File: src/rtl/core/sirp_pkg.sv
package sirp_pkg;

    localparam int VALUE_BITS_DEF = 32;
    localparam int MAX_CHARS_DEF  = 1023;
    localparam int CHARS_USED_W   = 10;
    localparam int STATUS_W       = 2;
    localparam int RADIX_W        = 6;

    localparam logic [7:0] CH_MINUS  = 8'h2D;
    localparam logic [7:0] CH_HASH   = 8'h23;
    localparam logic [7:0] CH_DOLLAR = 8'h24;
    localparam logic [7:0] CH_PCT    = 8'h25;
    localparam logic [7:0] CH_UNDER  = 8'h5F;

    localparam logic [RADIX_W-1:0] RADIX_DEC  = 6'd10;
    localparam logic [RADIX_W-1:0] RADIX_HEX  = 6'd16;
    localparam logic [RADIX_W-1:0] RADIX_BIN  = 6'd2;
    localparam logic [RADIX_W-1:0] RADIX_B36  = 6'd36;
    localparam logic [RADIX_W-1:0] NOT_DIGIT  = 6'd36;

    typedef enum logic [STATUS_W-1:0] {
        ST_OK       = 2'd0,
        ST_START    = 2'd1,
        ST_DIGIT    = 2'd2,
        ST_OVERFLOW = 2'd3
    } t_status;

    typedef enum logic [1:0] {
        PH_START  = 2'd0,
        PH_SIGNED = 2'd1,
        PH_BODY   = 2'd2
    } t_phase;

    function automatic logic [RADIX_W-1:0] digit_of(input logic [7:0] c);
        logic [RADIX_W-1:0] d;
        d = NOT_DIGIT;
        if (c >= 8'h30 && c <= 8'h39) begin
            d = RADIX_W'(c - 8'h30);
        end else if (c >= 8'h61 && c <= 8'h7A) begin
            d = RADIX_W'(c - 8'h57);
        end else if (c >= 8'h41 && c <= 8'h5A) begin
            d = RADIX_W'(c - 8'h37);
        end
        return d;
    endfunction

endpackage

File: src/rtl/core/sigil_radix_integer_parser.sv
// multi-radix integer literal parser
// input stream: one character per request, tdata[7:0] = ch, tlast = last
// of the available span. a literal is an optional '-', an optional sigil
// ('#' decimal, '$' hex, '%' binary, none = base 36) and digits with '_'
// as separator. it ends at a non-alphanumeric byte (not counted), after
// the character with tlast, or at the length limit.
// output stream: one request per literal, tdata holds value, chars_used
// and status (0 ok, 1 bad start or no body, 2 bad digit, 3 overflow).
// a character is held in the input register and its result is loaded
// into the output register once the output is free, raising tvalid.
// throughput: one character per cycle unless one that ends a literal
// waits on a stalled receiver; the per-character multiply-add by the
// radix is the path that sets the clock.
// reset clears the parser state and the valid flags of both registers, ready for a new
// literal. when the receiver stalls, the result is held and characters
// that give no result keep flowing; one that ends a literal waits.
module sigil_radix_integer_parser #(
    parameter int VALUE_BITS = sirp_pkg::VALUE_BITS_DEF,
    parameter int MAX_CHARS  = sirp_pkg::MAX_CHARS_DEF,
    parameter int OUT_W      = ((VALUE_BITS + sirp_pkg::CHARS_USED_W
                                 + sirp_pkg::STATUS_W + 7) / 8) * 8
) (
    input  logic             i_clk,
    input  logic             i_rst_n,
    input  logic             i_s_axis_tvalid,
    output logic             o_s_axis_tready,
    input  logic [7:0]       i_s_axis_tdata,   // [7:0] ch
    input  logic             i_s_axis_tlast,
    output logic             o_m_axis_tvalid,
    input  logic             i_m_axis_tready,
    output logic [OUT_W-1:0] o_m_axis_tdata    // value, chars_used, status, zero pad
);
    import sirp_pkg::*;

    localparam int ACC_W  = VALUE_BITS - 1;
    localparam int PROD_W = ACC_W + RADIX_W + 1;
    localparam int CNT_RAW = $clog2(MAX_CHARS + 1);
    localparam int CNT_W  = (CNT_RAW > CHARS_USED_W) ? CNT_RAW : CHARS_USED_W;

    // input register
    logic       r_in_valid;
    logic [7:0] r_ch;
    logic       r_last;

    // parser state
    t_phase             r_phase,    n_phase;
    logic               r_negative, n_negative;
    logic [RADIX_W-1:0] r_radix,    n_radix;
    logic [ACC_W-1:0]   r_acc,      n_acc;
    logic [CNT_W-1:0]   r_count,    n_count;
    logic               r_body,     n_body;

    // result register
    logic             r_out_valid;
    logic [OUT_W-1:0] r_out_data;

    logic               s_err;
    t_status            s_err_code;
    logic               s_consume;
    logic               s_term;
    logic               s_emit;
    logic               s_end;
    t_phase             s_phase_post;
    logic               s_neg_post;
    logic [RADIX_W-1:0] s_radix_post;
    logic [ACC_W-1:0]   s_acc_post;
    logic [CNT_W-1:0]   s_cnt_post;
    logic               s_body_post;
    logic [RADIX_W-1:0] s_digit;
    logic               s_is_digit;
    logic [PROD_W-1:0]  s_sum;
    logic               s_ovf;

    t_status            w_status;
    logic [VALUE_BITS-1:0] w_value;
    logic [OUT_W-1:0]   w_word;
    logic               w_out_free;
    logic               w_adv;

    // character decode and state update of the current character
    always_comb begin
        s_digit      = digit_of(r_ch);
        s_is_digit   = (s_digit != NOT_DIGIT);
        s_sum        = PROD_W'(r_acc) * PROD_W'(r_radix) + PROD_W'(s_digit);
        s_ovf        = (s_sum[PROD_W-1:ACC_W] != '0);
        s_err        = 1'b0;
        s_err_code   = ST_OK;
        s_consume    = 1'b0;
        s_term       = 1'b0;
        s_phase_post = r_phase;
        s_neg_post   = r_negative;
        s_radix_post = r_radix;
        s_acc_post   = r_acc;
        s_body_post  = r_body;
        if (r_phase != PH_BODY) begin
            if (r_phase == PH_START && r_ch == CH_MINUS) begin
                s_neg_post   = 1'b1;
                s_phase_post = PH_SIGNED;
                s_consume    = 1'b1;
            end else if (r_ch == CH_HASH || r_ch == CH_DOLLAR || r_ch == CH_PCT) begin
                s_radix_post = (r_ch == CH_HASH) ? RADIX_DEC :
                               (r_ch == CH_DOLLAR) ? RADIX_HEX : RADIX_BIN;
                s_phase_post = PH_BODY;
                s_consume    = 1'b1;
            end else if (s_is_digit) begin
                s_radix_post = RADIX_B36;
                s_phase_post = PH_BODY;
                s_acc_post   = ACC_W'(s_digit);
                s_body_post  = 1'b1;
                s_consume    = 1'b1;
            end else begin
                s_err      = 1'b1;
                s_err_code = ST_START;
            end
        end else begin
            if (s_is_digit) begin
                if (s_digit >= r_radix || r_radix == '0) begin
                    s_err      = 1'b1;
                    s_err_code = ST_DIGIT;
                end else if (s_ovf) begin
                    s_err      = 1'b1;
                    s_err_code = ST_OVERFLOW;
                end else begin
                    s_acc_post  = s_sum[ACC_W-1:0];
                    s_body_post = 1'b1;
                    s_consume   = 1'b1;
                end
            end else if (r_ch == CH_UNDER) begin
                s_body_post = 1'b1;
                s_consume   = 1'b1;
            end else begin
                s_term = 1'b1;
            end
        end
        s_cnt_post = s_consume ? r_count + 1'b1 : r_count;
        s_end      = s_consume && (r_last || s_cnt_post >= CNT_W'(MAX_CHARS));
        s_emit     = s_err || s_term || s_end;
    end

    assign w_out_free      = !r_out_valid || i_m_axis_tready;
    assign w_adv           = r_in_valid && (!s_emit || w_out_free);
    assign o_s_axis_tready = !r_in_valid || w_adv;

    // next state
    always_comb begin
        n_phase    = r_phase;
        n_negative = r_negative;
        n_radix    = r_radix;
        n_acc      = r_acc;
        n_count    = r_count;
        n_body     = r_body;
        if (w_adv) begin
            if (s_emit) begin
                n_phase    = PH_START;
                n_negative = 1'b0;
                n_radix    = '0;
                n_acc      = '0;
                n_count    = '0;
                n_body     = 1'b0;
            end else begin
                n_phase    = s_phase_post;
                n_negative = s_neg_post;
                n_radix    = s_radix_post;
                n_acc      = s_acc_post;
                n_count    = s_cnt_post;
                n_body     = s_body_post;
            end
        end
    end

    // result word
    always_comb begin
        if (s_err) begin
            w_status = s_err_code;
        end else if (s_body_post) begin
            w_status = ST_OK;
        end else begin
            w_status = ST_START;
        end
        w_value = s_neg_post ? -{1'b0, s_acc_post} : {1'b0, s_acc_post};
        w_word  = '0;
        case (w_status)
            ST_OK: begin
                w_word[VALUE_BITS-1:0]              = w_value;
                w_word[VALUE_BITS +: CHARS_USED_W]  = s_cnt_post[CHARS_USED_W-1:0];
            end
            default: begin
                w_word[VALUE_BITS-1:0] = '0;
            end
        endcase
        w_word[VALUE_BITS + CHARS_USED_W +: STATUS_W] = w_status;
    end

    always_ff @(posedge i_clk) begin
        if (!i_rst_n) begin
            r_in_valid  <= 1'b0;
            r_out_valid <= 1'b0;
            r_phase     <= PH_START;
            r_negative  <= 1'b0;
            r_radix     <= '0;
            r_acc       <= '0;
            r_count     <= '0;
            r_body      <= 1'b0;
        end else begin
            if (o_s_axis_tready) begin
                r_in_valid <= i_s_axis_tvalid;
            end
            if (w_out_free) begin
                r_out_valid <= w_adv && s_emit;
            end
            r_phase    <= n_phase;
            r_negative <= n_negative;
            r_radix    <= n_radix;
            r_acc      <= n_acc;
            r_count    <= n_count;
            r_body     <= n_body;
        end
    end

    always_ff @(posedge i_clk) begin
        if (o_s_axis_tready && i_s_axis_tvalid) begin
            r_ch   <= i_s_axis_tdata;
            r_last <= i_s_axis_tlast;
        end
        if (w_out_free && w_adv && s_emit) begin
            r_out_data <= w_word;
        end
    end

    assign o_m_axis_tvalid = r_out_valid;
    assign o_m_axis_tdata  = r_out_data;

endmodule

File: config.mk
export PLATFORM = sky130hd
export DESIGN_NAME = sigil_radix_integer_parser
export DESIGN_NICKNAME = d
export VERILOG_FILES = /design/src/rtl/core/sirp_pkg.sv /design/src/rtl/core/sigil_radix_integer_parser.sv
export SDC_FILE = /design/constraint.sdc
export NUM_CORES = 1
export LEC_CHECK = 0
export ABC_CLOCK_PERIOD_IN_PS = 21700
export BUFFER_PORTS_ARGS = -buffer_cell sky130_fd_sc_hd__buf_2
export CAP_MARGIN = 25
export CORE_MARGIN = 2
export CORE_UTILIZATION = 55
export CTS_CLUSTER_SIZE = 12
export DETAILED_ROUTE_END_ITERATION = 16
export PLACE_DENSITY_LB_ADDON = 0.25
export SLEW_MARGIN = 20
export SYNTH_ARGS = -nofsm -noshare
export SYNTH_HDL_FRONTEND = slang
export SYNTH_SLANG_ARGS = --single-unit
File: constraint.sdc
create_clock -name i_clk -period 21.7 [get_ports i_clk]
set_input_delay 1.085 -clock i_clk [delete_from_list [all_inputs] [get_ports i_clk]]
set_output_delay 1.085 -clock i_clk [all_outputs]
set_load 0.05 [all_outputs]
==> results of run 1 <==
## cells in the final DEF, fill, tap and decap left out, types with 8 or more instances in the layout
cell,n
sky130_fd_sc_hd__o21ai_0,60
sky130_fd_sc_hd__nand2b_1,10
sky130_fd_sc_hd__nand4_1,18
sky130_fd_sc_hd__a22o_1,11
sky130_fd_sc_hd__buf_2,58
sky130_fd_sc_hd__or2_2,9
sky130_fd_sc_hd__nor2b_1,9
sky130_fd_sc_hd__o21bai_1,8
sky130_fd_sc_hd__a21o_1,13
sky130_fd_sc_hd__o21a_1,11
sky130_fd_sc_hd__or3_1,13
sky130_fd_sc_hd__a211oi_1,10
sky130_fd_sc_hd__a31oi_1,27
sky130_fd_sc_hd__a21oi_1,93
sky130_fd_sc_hd__fa_1,89
sky130_fd_sc_hd__mux2i_1,13
sky130_fd_sc_hd__buf_4,9
sky130_fd_sc_hd__nor3_1,23
sky130_fd_sc_hd__a41oi_1,8
sky130_fd_sc_hd__nand2_1,99
sky130_fd_sc_hd__o2bb2ai_1,27
sky130_fd_sc_hd__nor2_1,91
sky130_fd_sc_hd__clkbuf_16,9
sky130_fd_sc_hd__nand3_1,24
sky130_fd_sc_hd__and2_1,120
sky130_fd_sc_hd__o211ai_1,10
sky130_fd_sc_hd__edfxtp_1,53
sky130_fd_sc_hd__inv_1,158
sky130_fd_sc_hd__ha_1,126
sky130_fd_sc_hd__xnor2_1,30
sky130_fd_sc_hd__xor2_1,32
sky130_fd_sc_hd__and3_1,30
sky130_fd_sc_hd__dfxtp_1,50
## area by class of cell
cell class | instances | area (um^2)
multi-input cells | 1143 | 9190
fillers | 2050 | 9310
repair buffers | 68 | 365
clock inverters | 6 | 51.3
flip-flops and latches | 104 | 2610
inverters | 158 | 593
clock buffers | 10 | 229
well taps | 285 | 357
## routing by layer
metal  vias to the layer above  track usage  wire length, um
met5                         -            0               11
met4                         2        0.102             1190
met3                        67       0.0343             1950
met2                       390        0.461            15800
met1                      5302        0.357            14000
li1                       5195            -                -
## final timing paths
path / slack, ns / depth (start not counted) / endpoint / startpoint
setup / recovery: 13.23 / 22 / o_s_axis_tready / r_radix[2]$_SDFFE_PN0P_
hold / removal: 0.49 / 1 / r_count[9]$_SDFFE_PN0N_ / r_count[9]$_SDFFE_PN0N_
setup reg to reg: 13.45 / 22 / o_m_axis_tdata[24]$_SDFFCE_PN0P_ / r_radix[2]$_SDFFE_PN0P_
hold reg to reg: 0.49 / 1 / r_count[9]$_SDFFE_PN0N_ / r_count[9]$_SDFFE_PN0N_
## critical path, delay by kind of cell (launching register included)
kind | cells | cell delay (ns)
simple gates | 7 | 1.99
flops | 1 | 0.52
buf+inv | 4 | 0.63
compound gates | 6 | 1.51
fa+ha+maj | 5 | 2.37
## state kept, by name, summed over array words and instances (netlist names), 2 cells and up
name,cells
o_m_axis_tdata,44
r_acc,31
r_count,10
r_ch,8
r_radix,4
r_phase,2
## power breakdown
part | switching (mW) | internal (mW) | total (mW)
sequential | 0.00492 | 0.212 | 0.217
clock | 0.0790 | 0.0797 | 0.159
combinational | 0.0614 | 0.0203 | 0.0817
## metrics by stage
step / setup WS, ns / utilization / hold slack (ns) / instance area (um^2) / cells
global placement: 13.43 / 0.577 / 0.474 / 13100 / 1757
detailed placement: 13.24 / 0.577 / 0.481 / 13100 / 1757
floorplan: 13.43 / - / 0.455 / 12800 / 1490
finish: 13.23 / 0.590 / 0.493 / 13400 / 1774
CTS: 13.01 / 0.589 / 0.495 / 13400 / 1773
global route: 12.78 / 0.590 / 0.525 / 13400 / 1774
## synthesized netlist by cell type, drive strengths merged, types with 5 or more instances
| cell | number |
|---|---|
| a211oi | 10 |
| a21boi | 5 |
| a21o | 13 |
| a21oi | 98 |
| a22o | 11 |
| a31oi | 29 |
| a41oi | 8 |
| and2 | 122 |
| and3 | 30 |
| and4 | 6 |
| buf | 35 |
| clkbuf | 50 |
| dfxtp | 51 |
| edfxtp | 53 |
| fa | 89 |
| ha | 126 |
| inv | 158 |
| mux2i | 13 |
| nand2 | 99 |
| nand2b | 10 |
| nand3 | 25 |
| nand4 | 18 |
| nor2 | 92 |
| nor2b | 9 |
| nor3 | 23 |
| nor3b | 8 |
| nor4 | 7 |
| o2111ai | 5 |
| o211ai | 10 |
| o21a | 11 |
| o21ai | 66 |
| o21bai | 8 |
| o22ai | 5 |
| o2bb2ai | 27 |
| o31ai | 7 |
| or2 | 10 |
| or3 | 13 |
| xnor2 | 30 |
| xor2 | 32 |
## kinds of logic after synthesis
kind of cell / after synthesis / synth area share
adder cells (fa/ha/maj): 215 / 0.263
AND/OR/NAND/NOR: 489 / 0.207
other: 1 / 0.000294
multiplexers: 16 / 0.0128
XOR/XNOR: 62 / 0.0425
flip-flops: 104 / 0.205
AO/OA/AOI/OAI: 357 / 0.193
buffers and inverters: 243 / 0.0773
==> flow_summary.json, run 1 <==
{
  "status": "complete, no violations",
  "dr.pass1.iters": 6,
  "synth_edf_count": 53,
  "first_global_vias": 10600,
  "clock_path_buffers": 2,
  "setup-violations-final": 0,
  "cts.sinks": 104,
  "io_pins": 63,
  "rsz0062_at_grt": "no",
  "synthArstFlopShare": 0,
  "cp.arrival_ns": 7.38,
  "antennaDiodeCount": 0,
  "die-width_um": 156,
  "worst_ir_drop_vdd_mv": 0.0465,
  "layout.nets": 1712,
  "critPathMaxFanout": 35,
  "timing.critical_path.slowest_cell_delay_ns": 0.55,
  "place.port_buffers": 58,
  "dp.final_hpwl_um": 25600,
  "drv.max_cap_violation_count": 0,
  "slew_headroom": 0.324,
  "critical_path.slowest_cell": "sky130_fd_sc_hd__fa_1",
  "synth.area.top_cells": "sky130_fd_sc_hd__fa_1 14%, sky130_fd_sc_hd__edfxtp_1 12%, sky130_fd_sc_hd__ha_1 12%",
  "drt_iter0_markers": 943,
  "cts.reportedPaths.clkPinSlew_ns": 0.07,
  "route.detailed.drc": 0,
  "timing.critical_path.to_type": "primary output",
  "yosys_register_bits": 104,
  "yosys_most_used_dff": "sky130_fd_sc_hd__edfxtp_1",
  "syn2layout_area_growth_pct": 4.98,
  "postCtsSetupBuffers": 0,
  "min-delay-path-class": "reg -> reg",
  "drive_gt1_frac": 0.0893,
  "netlist-cell-type-count": 94,
  "globalRouteOverflowTotal": 0,
  "cts_made_buffers": 9,
  "detail_route.vias_per_cell": 6.18,
  "timing.final.crit_share": 0.390,
  "yosys_warnings": 0,
  "p_leak_nw": 6.05,
  "clockRootBuffer": "sky130_fd_sc_hd__clkbuf_16",
  "postSynthAreaPerCell_um2": 8.58,
  "clk-insertion-delay-late_ns": 0.36,
  "final_hold_viol_count": 0,
  "ant_nets": 0,
  "most_frequent_cell_on_the_critical_path": "sky130_fd_sc_hd__fa_1",
  "finalWeightedCongestion": 0.966,
  "antenna_violations_before_repair": 1,
  "postCtsHoldBufs": 0,
  "detail_route.wirelength_um": 32900,
  "setup-tns-final_ns": 0,
  "critPathKind": "reg -> out",
  "syn_inst": 1487,
  "synth.largest_area_cell": "sky130_fd_sc_hd__fa_1",
  "std_cell_rows": 55,
  "cts_tree": "yes",
  "vias": 11000,
  "total_power_mw": 0.458,
  "p_per_area_nw_per_um2": 34.2,
  "floorplan.core_area_um2": 22700,
  "fin_crit_ns": 8.47,
  "syn_area_um2": 12800,
  "cts_resized": 0,
  "max_freq_ghz": 0.118,
  "seq_area_frac_synth": 0.205,
  "global_route_wire_length_before_repair_um": 53400,
  "fin_worst_skew_ns": 0.0150,
  "synth_top_area_frac": 0.140,
  "die_area_um2": 24400,
  "floorplan.initialDensity": 0.562,
  "worst_slew_pin_slew_ns": 1.01,
  "groute.usage.overall": 0.272,
  "die_height_um": 156,
  "wire_per_inst_um": 18.6,
  "grt_max_degree": 47,
  "drv_slew": 0,
  "htreeDepth": 3,
  "crit_path_start_kind": "flip-flop",
  "timing.critical_path.required_ns": 20.61,
  "path_cells": "and2_1, fa_1, inv_1, fa_1, inv_1, fa_1, ha_1, ha_1, nand4_1, nor2_1, nand4_1, o211ai_1, a41o_1, o21ai_1, nor4b_4, buf_4, a31oi_4, nor4_1, o22ai_2, o21ai_2, nand3_1, buf_2"
}
Note: power is estimated with default switching activity, not from simulation.
==> run 2, diff against run 1 <==
Settings changed: ABC_CLOCK_PERIOD_IN_PS 21700 to 8500.
Clock period 21.7 ns to 8.5 ns, I/O delays scaled along.
==> run 2 against run 1 <==
First-iteration DRC count is 3.6% higher. Worst setup slack worse by 13 ns. Final cell count is 0.23% higher. Routed wire length is 0.66% lower. Combinational power grew to 2.5 times the previous value. Hold slack worse by 0.25 ns. Non-clock buffer count is 4 higher. Largest cell class unchanged.
==> flow_summary.json, run 2 (synthesis results as in run 1) <==
{
  "antenna_violations_before_repair": 1,
  "drv.max_cap_violation_count": 0,
  "worst-r2r-cell-count": 23,
  "regToRegEndpoint": "o_m_axis_tdata[35]$_SDFFCE_PN0P_",
  "cts.sinks": 104,
  "final_hold_viol_count": 0,
  "min-delay-start": "i_s_axis_tdata[1]",
  "groute.usage.overall": 0.273,
  "die-width_um": 156,
  "cts_made_buffers": 9,
  "postCtsSetupBuffers": 0,
  "cts.reportedPaths.clkPinSlew_ns": 0.07,
  "r2r-start": "r_radix[2]$_SDFFE_PN0P_",
  "timing.hold.worst_endpoint": "r_ch[1]$_DFFE_PP_",
  "timing.critical_path.slowest_cell_delay_ns": 0.90,
  "drt_iter0_markers": 977,
  "place.port_buffers": 58,
  "design_area_um2": 13400,
  "fillers": 2080,
  "htreeDepth": 3,
  "dp_cells": 1762,
  "die_height_um": 156,
  "die_area_um2": 24400,
  "io_pins": 63,
  "setup-tns-final_ns": 0,
  "worst_slew_pin_slew_ns": 0.920,
  "clk-insertion-delay-late_ns": 0.35,
  "critPathKind": "reg -> out",
  "detail_route.vias_per_cell": 6.11,
  "cts_tree": "yes",
  "first_global_vias": 10400,
  "setup-violations-final": 0,
  "total_power_mw": 1.17,
  "antennaDiodeCount": 0,
  "ant_nets": 0,
  "multi_input_area_um2": 9180,
  "syn2layout_area_growth_pct": 5.34,
  "number_of_standard_cells_in_the_layout_taps_in_and_fillers_out": 1778,
  "globalRouteOverflowTotal": 0,
  "path_cells": "and2_1, inv_1, fa_1, fa_1, inv_1, fa_1, fa_1, ha_1, o211ai_1, o211ai_1, a21oi_1, o21ai_0, a221oi_1, nor4_2, nor4b_4, buf_4, a31oi_4, nor4_1, o22ai_2, o21ai_2, nand3_1, buf_2",
  "timing.critical_path.to_type": "primary output",
  "timing.critical_path.required_ns": 8.08,
  "mostFrequentLayoutCell": "sky130_fd_sc_hd__inv_1",
  "dr.pass1.iters": 5,
  "std_cell_rows": 55,
  "rsz0062_at_grt": "no",
  "critPathMaxFanout": 26,
  "number_of_flip_flops_under_the_largest_register_name": 44,
  "fin_crit_ns": 7.97,
  "global_route_wire_length_before_repair_um": 53700,
  "grt_max_degree": 44,
  "p_per_area_nw_per_um2": 87.0,
  "min-delay-path-class": "in -> reg",
  "cp.arrival_ns": 7.55,
  "floorplan.core_area_um2": 22700,
  "vias": 10900,
  "finalWeightedCongestion": 0.920,
  "p_leak_nw": 6.07,
  "most_frequent_cell_on_the_critical_path": "sky130_fd_sc_hd__fa_1",
  "utilization": 0.592,
  "regArea_um2": 2610,
  "postCtsHoldBufs": 0,
  "critical_path.slowest_cell": "sky130_fd_sc_hd__dfxtp_1",
  "cts_resized": 0,
  "worst_ir_drop_vdd_mv": 0.107,
  "slew_headroom": 0.386,
  "clockRootBuffer": "sky130_fd_sc_hd__clkbuf_16",
  "wire_per_inst_um": 18.4,
  "status": "complete, no violations",
  "dp.final_hpwl_um": 25900,
  "ff2ff_setup_slack_ns": 0.54,
  "clock_path_buffers": 2,
  "max_freq_ghz": 0.125,
  "whs_path_depth": 1,
  "layout.nets": 1716,
  "drv_slew": 0,
  "placed_inst_area_um2": 13200,
  "drive_gt1_frac": 0.0918,
  "detail_route.wirelength_um": 32700,
  "fin_worst_skew_ns": 0.00547,
  "crit_path_start_kind": "flip-flop",
  "commonest_cells_after_routing_fill_and_taps_aside": "158 x sky130_fd_sc_hd__inv_1, 126 x sky130_fd_sc_hd__ha_1, 120 x sky130_fd_sc_hd__and2_1, 99 x sky130_fd_sc_hd__nand2_1, 93 x sky130_fd_sc_hd__a21oi_1",
  "route.detailed.drc": 0,
  "timing.final.crit_share": 0.938,
  "floorplan.initialDensity": 0.562
}
==> run 2: cell count changes in the layout (fill, tap and decap cells not counted) <==
cell,previous run,this run
sky130_fd_sc_hd__a31oi_2,1,0
sky130_fd_sc_hd__a31oi_1,27,28
sky130_fd_sc_hd__clkinv_2,0,1
sky130_fd_sc_hd__buf_4,9,13
sky130_fd_sc_hd__clkinv_8,0,1
sky130_fd_sc_hd__clkinvlp_4,1,2
sky130_fd_sc_hd__inv_6,1,2
sky130_fd_sc_hd__clkinv_4,2,0
sky130_fd_sc_hd__buf_12,0,1
sky130_fd_sc_hd__clkbuf_4,1,0
sky130_fd_sc_hd__clkbuf_1,1,0
sky130_fd_sc_hd__inv_4,1,0
==> run 2: worst max-delay path, delay by kind of cell (launching register included) <==
family          cells  cell delay [ns]
compound gates      8             1.91
fa+ha+maj           5             2.42
buf+inv             4             0.61
flops               1             0.90
simple gates        5             1.35
==> run 2: worst max path at each step <==
stage          slack (ns)  cells after the start                                to                    start
3_3_place_gp         0.90                     23  o_m_axis_tdata[36]$_SDFFCE_PN0P_  r_radix[2]$_SDFFE_PN0P_
6_report             0.53                     22                   o_s_axis_tready  r_radix[2]$_SDFFE_PN0P_
5_1_grt             0.002                     23  o_m_axis_tdata[18]$_SDFFCE_PN0P_  r_radix[2]$_SDFFE_PN0P_
4_1_cts              0.59                     23  o_m_axis_tdata[18]$_SDFFCE_PN0P_  r_radix[2]$_SDFFE_PN0P_
2_1_floorplan        0.23                     22   o_m_axis_tdata[0]$_SDFFCE_PN0P_  r_radix[4]$_SDFFE_PN0P_
3_5_place_dp         0.62                     23  o_m_axis_tdata[38]$_SDFFCE_PN0P_  r_radix[2]$_SDFFE_PN0P_
==> run 2: layout make-up <==
class                      instances  share of cell area
timing repair buffer              72              0.0303
clock buffer                       9              0.0168
multi-input combinational       1143               0.683
clock inverter                     7             0.00484
sequential                       104               0.194
tap                              285              0.0265
inverter                         158              0.0441
==> run 2: through the flow <==
stage	hold slack [ns]	worst slack, ns
6_report	0.244	0.526
5_1_grt	0.238	0.00203
4_1_cts	0.240	0.587
3_5_place_dp	0.481	0.625
3_3_place_gp	0.480	0.902
2_1_floorplan	0.455	0.233
==> run 2: where the power goes <==
part | internal (mW) | switching [mW] | leakage, nW
Combinational | 0.0532 | 0.155 | 5.02
Clock | 0.205 | 0.203 | 0.137
Sequential | 0.542 | 0.0120 | 0.915
Total | 0.800 | 0.370 | 6.07
==> run 2: routing by layer <==
metal,share of wire,GRT usage
met1,0.45,0.383
met2,0.48,0.453
met3,0.053,0.0280
met4,0.021,0.0682
met5,0,0
==> run 3, diff against run 2 <==
Settings changed: RECOVER_POWER set to 100.
==> run 3 against run 2 <==
Power shrank 0.22%. Design area shrank 0.46%. Fmax shrank 0.64%. Clock power is essentially flat. Largest cell class unchanged. Highest routed layer unchanged. Sequential power is essentially flat. Die area is the same. Critical endpoint unchanged. Critical path depth is the same.
==> flow_summary.json, run 3 (synthesis results as in run 1) <==
{
  "worst_slew_pin_slew_ns": 0.959,
  "std_cell_rows": 55,
  "floorplan.initialDensity": 0.562,
  "grt_max_degree": 44,
  "critPathMaxFanout": 26,
  "p_leak_nw": 5.94,
  "critPathKind": "reg -> out",
  "drt_iter0_markers": 950,
  "timing.final.crit_share": 0.944,
  "worstPathBufferInverterCount": 4,
  "ant_nets": 0,
  "vias": 10900,
  "dp.final_hpwl_um": 25900,
  "p_per_area_nw_per_um2": 87.2,
  "postCtsSetupBuffers": 0,
  "antenna_violations_before_repair": 0,
  "final_hold_viol_count": 0,
  "timing.critical_path.required_ns": 8.08,
  "clock_path_buffers": 2,
  "floorplan.core_area_um2": 22700,
  "place_ws_ns": 0.625,
  "worst_path_dominant_cell_family": "adder cells",
  "finalWeightedCongestion": 0.920,
  "detail_route.wirelength_um": 32800,
  "crit_path_start_kind": "flip-flop",
  "min-delay-path-class": "in -> reg",
  "status": "complete, no violations",
  "holdWs_ns": 0.245,
  "fillers": 2119,
  "drv_slew": 0,
  "setup-tns-final_ns": 0,
  "max_freq_ghz": 0.125,
  "rsz0062_at_grt": "no",
  "groute.usage.overall": 0.273,
  "die-width_um": 156,
  "critical_path.slowest_cell": "sky130_fd_sc_hd__dfxtp_1",
  "utilization": 0.589,
  "io_pins": 63,
  "clk-insertion-delay-late_ns": 0.35,
  "dr.pass1.iters": 5,
  "htreeDepth": 3,
  "globalRouteOverflowTotal": 0,
  "drive_gt1_frac": 0.0610,
  "first_global_vias": 10400,
  "cp.arrival_ns": 7.60,
  "place.port_buffers": 58,
  "most_frequent_cell_on_the_critical_path": "sky130_fd_sc_hd__fa_1",
  "die_height_um": 156,
  "cts_tree": "yes",
  "commonest_cells_after_routing_fill_and_taps_aside": "158 x sky130_fd_sc_hd__inv_1, 126 x sky130_fd_sc_hd__ha_1, 120 x sky130_fd_sc_hd__and2_1, 99 x sky130_fd_sc_hd__nand2_1, 93 x sky130_fd_sc_hd__a21oi_1",
  "worst_ir_drop_vdd_mv": 0.107,
  "cts_made_buffers": 9,
  "global_route_wire_length_before_repair_um": 53700,
  "cts.reportedPaths.clkPinSlew_ns": 0.07,
  "timing.critical_path.slowest_cell_delay_ns": 0.91,
  "cts.sinks": 104,
  "path_cells": "and2_1, inv_1, fa_1, fa_1, inv_1, fa_1, fa_1, ha_1, o211ai_1, o211ai_1, a21oi_1, o21ai_0, a221oi_1, nor4_2, nor4b_4, buf_4, a31oi_4, nor4_1, o22ai_2, o21ai_2, nand3_1, clkbuf_2",
  "fin_worst_skew_ns": 0.00672,
  "timing.critical_path.to_type": "primary output",
  "detail_route.vias_per_cell": 6.12,
  "route.detailed.drc": 0,
  "timing.final.ws_setup_ns": 0.475,
  "slew_headroom": 0.360,
  "fin_crit_ns": 8.02,
  "wire_per_inst_um": 18.4,
  "total_power_mw": 1.17,
  "antennaDiodeCount": 0,
  "number_of_flip_flops_under_the_largest_register_name": 44,
  "layout.nets": 1716,
  "syn2layout_area_growth_pct": 4.86,
  "die_area_um2": 24400,
  "drv.max_cap_violation_count": 0,
  "setup-violations-final": 0,
  "postCtsHoldBufs": 0,
  "clockRootBuffer": "sky130_fd_sc_hd__clkbuf_16",
  "mostFrequentLayoutCell": "sky130_fd_sc_hd__inv_1"
}
==> run 3: cell types whose count changed in the layout (fill, tap and decap cells not counted) <==
cell / delta
sky130_fd_sc_hd__clkbuf_2: +1
sky130_fd_sc_hd__and2_2: +1
sky130_fd_sc_hd__buf_4: -1
sky130_fd_sc_hd__buf_2: -46
sky130_fd_sc_hd__and2_4: -1
sky130_fd_sc_hd__clkbuf_1: +46
==> run 3: layer usage <==
metal  up-vias  track usage  share of wire
li1       5198            -              -
met1      5272        0.383           0.45
met2       367        0.453           0.48
met3        42       0.0280          0.056
met4         0       0.0682          0.020
met5         -            0              0
==> run 3: final cells by class <==
cell class	instances	area (um^2)	area share
Clock buffer	9	225	0.0168
Inverter	158	593	0.0443
Clock inverter	7	65.1	0.00486
Multi-Input combinational cell	1143	9180	0.686
Timing Repair Buffer	72	348	0.0260
Tap cell	285	357	0.0266
Sequential cell	104	2610	0.195
==> run 3: where the power goes <==
part / switching [mW] / internal (mW)
logic: 0.155 / 0.0499
clock network: 0.203 / 0.205
registers: 0.0123 / 0.542
total: 0.370 / 0.797
==> run 3: path summary, 6_finish.rpt <==
check / from / cells past startpoint / to / slack (ns)
max reg2reg: r_radix[2]$_SDFFE_PN0P_ / 23 / o_m_axis_tdata[35]$_SDFFCE_PN0P_ / 0.51
min: i_s_axis_tdata[1] / 1 / r_ch[1]$_DFFE_PP_ / 0.24
max: r_radix[2]$_SDFFE_PN0P_ / 22 / o_s_axis_tready / 0.48
min reg2reg: r_count[9]$_SDFFE_PN0N_ / 1 / r_count[9]$_SDFFE_PN0N_ / 0.50
==> run 3: repair_timing <==
| action | CTS | global route |
|---|---|---|
| setup endpoints to repair | 0 | 29 |
| resized for setup | 0 | 1 |
| hold endpoints to repair | 0 | 0 |
==> run 3: through the flow <==
step	instance area, um^2	instances
2_1_floorplan	12800	1490
3_3_place_gp	13200	1762
3_5_place_dp	13200	1762
4_1_cts	13400	1778
5_1_grt	13400	1778
6_report	13400	1778
==> run 3: worst register-to-register path, delay by kind of cell (launching register included) <==
family	cells	cell delay, ns
flip-flops	1	0.91
AO/OA/AOI/OAI	8	1.93
AND/OR/NAND/NOR	6	1.79
adder cells (fa/ha/maj)	5	2.42
buffers and inverters	4	0.64
